[config.mk]
export PLATFORM = sky130hd
export DESIGN_NAME = cfar_pd_ctrl
export DESIGN_NICKNAME = d
export VERILOG_FILES = /design/src/design/cfar_pd_pkg.sv /design/src/design/cfar_pd_ctrl.sv
export SDC_FILE = /design/constraint.sdc
export NUM_CORES = 1
export LEC_CHECK = 0
export BUFFER_PORTS_ARGS = -buffer_cell sky130_fd_sc_hd__buf_2
export CAP_MARGIN = 0
export CORE_MARGIN = 3
export CORE_UTILIZATION = 39
export DETAILED_ROUTE_END_ITERATION = 6
export HOLD_SLACK_MARGIN = 0.08
export PLACE_DENSITY = 0.73
export SLEW_MARGIN = 40
export SYNTH_ARGS = -nofsm -noshare
export SYNTH_HDL_FRONTEND = slang
export SYNTH_SLANG_ARGS = --single-unit
[constraint.sdc]
create_clock -name i_clk -period 1.64 [get_ports i_clk]
set_input_delay 0.082 -clock i_clk [delete_from_list [all_inputs] [get_ports i_clk]]
set_output_delay 0.082 -clock i_clk [all_outputs]
set_load 0.03 [all_outputs]
[src/design/cfar_pd_pkg.sv]
// Shared types and codes for the CFAR pixel detector.
// Used by cfar_pd_ctrl, cfar_pd_dp and block_cfar_pixel_detector_top.
package cfar_pd_pkg;

    typedef enum logic [1:0] {
        OP_WRITE = 2'd0,
        OP_RUN   = 2'd1,
        OP_READ  = 2'd2
    } t_op;

    typedef enum logic [2:0] {
        REG_ROWS  = 3'd0,
        REG_COLS  = 3'd1,
        REG_TRAIN = 3'd2,
        REG_GUARD = 3'd3,
        REG_BLOCK = 3'd4,
        REG_ALPHA = 3'd5
    } t_reg;

    typedef enum logic [3:0] {
        S_INIT,
        S_IDLE,
        S_RDM,
        S_CLEAR,
        S_LIM,
        S_CHECK,
        S_SCAN,
        S_TAIL,
        S_DIFF,
        S_MUL,
        S_CMP,
        S_PATCH,
        S_DONE
    } t_state;

    localparam int CFG_IDX_W  = 3;
    localparam int CFG_DATA_W = 16;
    localparam int FRAC_BITS  = 12;

    localparam logic [8:0]  RST_ROWS  = 9'd256;
    localparam logic [8:0]  RST_COLS  = 9'd256;
    localparam logic [5:0]  RST_TRAIN = 6'd8;
    localparam logic [4:0]  RST_GUARD = 5'd4;
    localparam logic [5:0]  RST_BLOCK = 6'd4;
    localparam logic [15:0] RST_ALPHA = 16'd3188;

    typedef struct packed {
        logic take;
        logic rd_done;
        logic run_done;
        logic run_init;
        logic clr_step;
        logic lim_step;
        logic scan_init;
        logic scan_step;
        logic diff_en;
        logic mul_en;
        logic patch_init;
        logic patch_step;
        logic grid_step;
    } t_cmd;

    typedef struct packed {
        logic out_valid;
        logic clr_last;
        logic lim_done;
        logic center_ok;
        logic scan_last;
        logic hit;
        logic patch_last;
    } t_status;

endpackage

[src/design/cfar_pd_ctrl.sv]
// Sequencer for the CFAR pixel detector: request handshake and run walk.
// Depends on cfar_pd_pkg; drives the commands of cfar_pd_dp.
module cfar_pd_ctrl (
    input  logic                 i_clk,
    input  logic                 i_rst_n,
    input  logic                 i_in_valid,
    input  logic                 i_out_ready,
    input  logic [1:0]           i_opcode,
    input  cfar_pd_pkg::t_status i_status,
    output logic                 o_in_ready,
    output cfar_pd_pkg::t_cmd    o_cmd
);

    cfar_pd_pkg::t_state r_state, n_state;
    logic w_ready;
    logic w_take;

    assign w_ready    = (r_state == cfar_pd_pkg::S_IDLE) &&
                        (!i_status.out_valid || i_out_ready);
    assign w_take     = w_ready && i_in_valid;
    assign o_in_ready = w_ready;

    always_ff @(posedge i_clk) begin
        if (!i_rst_n) begin
            r_state <= cfar_pd_pkg::S_INIT;
        end else begin
            r_state <= n_state;
        end
    end

    always_comb begin
        n_state = r_state;
        case (r_state)
            cfar_pd_pkg::S_INIT: begin
                if (i_status.clr_last) n_state = cfar_pd_pkg::S_IDLE;
            end
            cfar_pd_pkg::S_IDLE: begin
                if (w_take) begin
                    case (cfar_pd_pkg::t_op'(i_opcode))
                        cfar_pd_pkg::OP_READ: n_state = cfar_pd_pkg::S_RDM;
                        cfar_pd_pkg::OP_RUN:  n_state = cfar_pd_pkg::S_CLEAR;
                        default:              n_state = cfar_pd_pkg::S_IDLE;
                    endcase
                end
            end
            cfar_pd_pkg::S_RDM:   n_state = cfar_pd_pkg::S_IDLE;
            cfar_pd_pkg::S_CLEAR: begin
                if (i_status.clr_last) n_state = cfar_pd_pkg::S_LIM;
            end
            cfar_pd_pkg::S_LIM: begin
                if (i_status.lim_done) n_state = cfar_pd_pkg::S_CHECK;
            end
            cfar_pd_pkg::S_CHECK: begin
                n_state = i_status.center_ok ? cfar_pd_pkg::S_SCAN : cfar_pd_pkg::S_DONE;
            end
            cfar_pd_pkg::S_SCAN: begin
                if (i_status.scan_last) n_state = cfar_pd_pkg::S_TAIL;
            end
            cfar_pd_pkg::S_TAIL:  n_state = cfar_pd_pkg::S_DIFF;
            cfar_pd_pkg::S_DIFF:  n_state = cfar_pd_pkg::S_MUL;
            cfar_pd_pkg::S_MUL:   n_state = cfar_pd_pkg::S_CMP;
            cfar_pd_pkg::S_CMP: begin
                n_state = i_status.hit ? cfar_pd_pkg::S_PATCH : cfar_pd_pkg::S_CHECK;
            end
            cfar_pd_pkg::S_PATCH: begin
                if (i_status.patch_last) n_state = cfar_pd_pkg::S_CHECK;
            end
            cfar_pd_pkg::S_DONE:  n_state = cfar_pd_pkg::S_IDLE;
            default:              n_state = cfar_pd_pkg::S_IDLE;
        endcase
    end

    always_comb begin
        o_cmd = '0;
        case (r_state)
            cfar_pd_pkg::S_INIT:  o_cmd.clr_step = 1'b1;
            cfar_pd_pkg::S_IDLE: begin
                o_cmd.take     = w_take;
                o_cmd.run_init = w_take &&
                                 (cfar_pd_pkg::t_op'(i_opcode) == cfar_pd_pkg::OP_RUN);
            end
            cfar_pd_pkg::S_RDM:   o_cmd.rd_done  = 1'b1;
            cfar_pd_pkg::S_CLEAR: o_cmd.clr_step = 1'b1;
            cfar_pd_pkg::S_LIM:   o_cmd.lim_step = 1'b1;
            cfar_pd_pkg::S_CHECK: o_cmd.scan_init = i_status.center_ok;
            cfar_pd_pkg::S_SCAN:  o_cmd.scan_step = 1'b1;
            cfar_pd_pkg::S_DIFF:  o_cmd.diff_en  = 1'b1;
            cfar_pd_pkg::S_MUL:   o_cmd.mul_en   = 1'b1;
            cfar_pd_pkg::S_CMP: begin
                o_cmd.patch_init = i_status.hit;
                o_cmd.grid_step  = !i_status.hit;
            end
            cfar_pd_pkg::S_PATCH: begin
                o_cmd.patch_step = 1'b1;
                o_cmd.grid_step  = i_status.patch_last;
            end
            cfar_pd_pkg::S_DONE:  o_cmd.run_done = 1'b1;
            default:              o_cmd = '0;
        endcase
    end

endmodule

==> impl_metrics.env <==
export IMPL_multi_input_area_um2=451.7
export IMPL_final_min_clock_period_ns=1.680
export IMPL_post_drt_via_cell_ratio=5.375
export IMPL_regToRegSetupSlack_ns=0
export IMPL_worst_ep_arrival_time_ns=1.60
export IMPL_cap_viol_max_count=0
export IMPL_clk_root_buffer_cell="sky130_fd_sc_hd__clkbuf_4"
export IMPL_min_delay_path_class="input port to flip-flop"
export IMPL_critPathCaptureType="output pin"
export IMPL_clock_skew_ns=0.004721
export IMPL_clock_tree_htree_level_count=1
export IMPL_async_reset_ff_share_pct=0
export IMPL_syn_num_nets=84
export IMPL_worst_slack_ns=-0.04003
export IMPL_detail_route_drc_violations=0
export IMPL_ioPinCount=27
export IMPL_post_synth_num_cell_types=34
export IMPL_startpoint_type="flip-flop"
export IMPL_cts_buffers=3
export IMPL_cts_sinks=4
export IMPL_setup_viol=1
export IMPL_holdWs_ns=0.08926
export IMPL_drt_wl_total_um=1490
export IMPL_areaGrowthSynthToFinish_pct=60.58
export IMPL_grt_overflow_total=0
export IMPL_fp_coreArea_um2=1171
export IMPL_post_synth_inst_count=69
export IMPL_syn_cell_area_um2=520.5
export IMPL_top_regs="r_state: 4 flops"
export IMPL_postSynth_topFlopCell="sky130_fd_sc_hd__dfxtp_1"
export IMPL_initial_antenna_violation_count=0
export IMPL_initial_utilization_pct=44.44
export IMPL_cts_root_to_sink_buffers=2
export IMPL_synth_yosys_seq_area_share_pct=15.38
export IMPL_p_per_area_nw_per_um2=1560
export IMPL_tritoncts="built"
export IMPL_worst_path_largest_cell_delay_ns=0.52
export IMPL_power_leakage_nw=0.3947
export IMPL_n_antenna_cell=0
export IMPL_synth_area_per_cell_um2=7.543
export IMPL_final_antenna_net_count=0
export IMPL_timing_worst_slew_pin_value_ns=0.3408
export IMPL_grt_pass1_wl_um=2380
export IMPL_ys_seq_elements=4
export IMPL_number_of_synthesized_flops_with_an_enable_pin=0
export IMPL_final_layout_size_suffix_gt1_share_pct=55.66
export IMPL_drt_pass1_iter_count=6
export IMPL_finalHoldViolations=0
export IMPL_fin_crit_sh_pct=102.4
export IMPL_timing_critical_path_required_ns=1.56
export IMPL_placed_cells=115
export IMPL_nets=123
export IMPL_largest_register_ff_count=4
export IMPL_dr_total_vias=645
export IMPL_fin_area_um2=835.8
export IMPL_drc_violation_total_after_the_first_tritonroute_iteration=14
export IMPL_grtUsageTotal_pct=16.83
export IMPL_critPathSlowestCell="sky130_fd_sc_hd__or4b_4"
export IMPL_vdd_drop_max_mv=0.8919
export IMPL_timing_critical_path_buf_inv=2
export IMPL_synth_warning_count=0
export IMPL_detailed_place_hpwl_um=1155
export IMPL_port_buffers=26
export IMPL_unrepaired_setup_endpoints_after_global_routing="yes"
export IMPL_grt_pass1_vias=549
export IMPL_path_cells="or4b_4 > buf_6 > nor2_4 > and2_4 > buf_6"
export IMPL_die_area_um2=1809
export IMPL_place_worst_setup_slack_ns=0.0001955
export IMPL_cell_with_the_most_instances_on_the_worst_path="sky130_fd_sc_hd__buf_6"
export IMPL_worst_skew_pair_late_latency_ns=0.25
export IMPL_sum_of_internal_switching_and_leakage_power_mw=1.304
export IMPL_maxSlewViolCount=0
export IMPL_postPlaceCellArea_um2=769.5
export IMPL_clk_transition_reported_paths_ns=0.04
export IMPL_register_area_um2=88.84
export IMPL_die_w_um=42.53
export IMPL_wire_per_inst_um=12.42
export IMPL_maximum_number_of_pins_on_one_net_before_global_route_repair=10
export IMPL_layout_filler_cells=91
export IMPL_violations="setup timing"
export IMPL_fp_row_count=12
export IMPL_routabilityCongestion=0.8580
export IMPL_clock_fmax_ghz=0.5952
export IMPL_outcome="finished with violations"
export IMPL_layout_cells_non_filler=120
export IMPL_critical_path_class="flip-flop to output pin"
export IMPL_floorplan_die_height_um=42.53
export IMPL_worstPathMaxFanout=6
export IMPL_max_flop_register="r_state"
export IMPL_critical_path_top_delay_family="simple AND/OR/NAND/NOR gates"
export IMPL_timing_slew_headroom_pct=77.28
[final timing paths]
check | cells after the start | start | end
worst max-delay path | 5 | r_state[1]$_SDFFE_PN0P_ | o_cmd[9]
worst min-delay path | 2 | i_rst_n | r_state[3]$_SDFFE_PN0P_
worst max register to register | 6 | r_state[1]$_SDFFE_PN0P_ | r_state[1]$_SDFFE_PN0P_
worst min register to register | 3 | r_state[2]$_SDFFE_PN0P_ | r_state[0]$_SDFFE_PN0P_
[through the flow]
step / util [%] / setup TNS [ns]
2_1_floorplan: - / -0.01385
3_3_place_gp: 65.71 / 0
3_5_place_dp: 65.71 / 0
4_1_cts: 70.41 / -0.06537
5_1_grt: 71.37 / -0.2377
6_report: 71.37 / -0.04003
[cell families (layout without fill, tap and decap cells)]
| kind of cell | Yosys count | after routing | synth area share (%) |
|---|---|---|---|
| AOI/OAI and AO/OA | 16 | 16 | 28.37 |
| adders and majority gates | 2 | 2 | 4.807 |
| buffers and inverters | 10 | 47 | 7.693 |
| DFF | 4 | 4 | 15.39 |
| and+or+nand+nor | 37 | 37 | 43.75 |
[layout make-up]
class | count | area share (%)
clock buffers | 3 | 2.695
well taps | 14 | 2.096
inverters | 6 | 2.695
flip-flops and latches | 4 | 10.63
repair buffers | 38 | 27.84
multi-input cells | 55 | 54.04
[repair_timing]
item	4_1_cts	5_1_grt
pin swaps	6	6
resized for setup	7	3
setup endpoints to repair	4	7
buffers inserted	2	0
hold buffers	0	0
[power by group]
part / internal [mW] / switching [mW] / total [mW]
sequential: 0.140 / 0.0376 / 0.177
clock: 0.0827 / 0.0531 / 0.136
combinational: 0.462 / 0.528 / 0.991
total: 0.685 / 0.619 / 1.30
[synth_stat cells, types with 2 or more instances]
library cell	count	area share [%]
sky130_fd_sc_hd__a21oi_1	4	3.8
sky130_fd_sc_hd__buf_2	2	1.9
sky130_fd_sc_hd__nand2b_1	4	4.8
sky130_fd_sc_hd__nor2b_1	3	3.6
sky130_fd_sc_hd__inv_1	6	4.3
sky130_fd_sc_hd__nand2_1	6	4.3
sky130_fd_sc_hd__clkbuf_1	2	1.4
sky130_fd_sc_hd__nor2_1	8	5.8
sky130_fd_sc_hd__nor4b_1	2	3.4
sky130_fd_sc_hd__dfxtp_1	4	15
sky130_fd_sc_hd__ha_1	2	4.8
sky130_fd_sc_hd__nor3_1	4	3.8
[cells in the final DEF, fill, tap and decap left out, types with 3 or more instances in the layout]
cell type                  netlist  routed
sky130_fd_sc_hd__buf_4           0      12
sky130_fd_sc_hd__nand2_1         6       6
sky130_fd_sc_hd__inv_1           6       6
sky130_fd_sc_hd__nor2b_1         3       3
sky130_fd_sc_hd__clkbuf_4        0       3
sky130_fd_sc_hd__buf_2           2      24
sky130_fd_sc_hd__a21oi_1         4       4
sky130_fd_sc_hd__nor3_1          4       3
sky130_fd_sc_hd__nand2b_1        4       4
sky130_fd_sc_hd__nor2_1          8       7
[routing by layer]
layer  share of wire [%]  wire length [um]  GRT usage (%)  vias to the layer above
met5                   0                 0              0                        -
met4                 1.4                21          5.590                        0
met3                 9.3               139          5.150                        2
met2                  44               660          26.14                       36
met1                  45               669          21.83                      285
li1                    -                 -              -                      322
(Power assumes the default switching activity.)
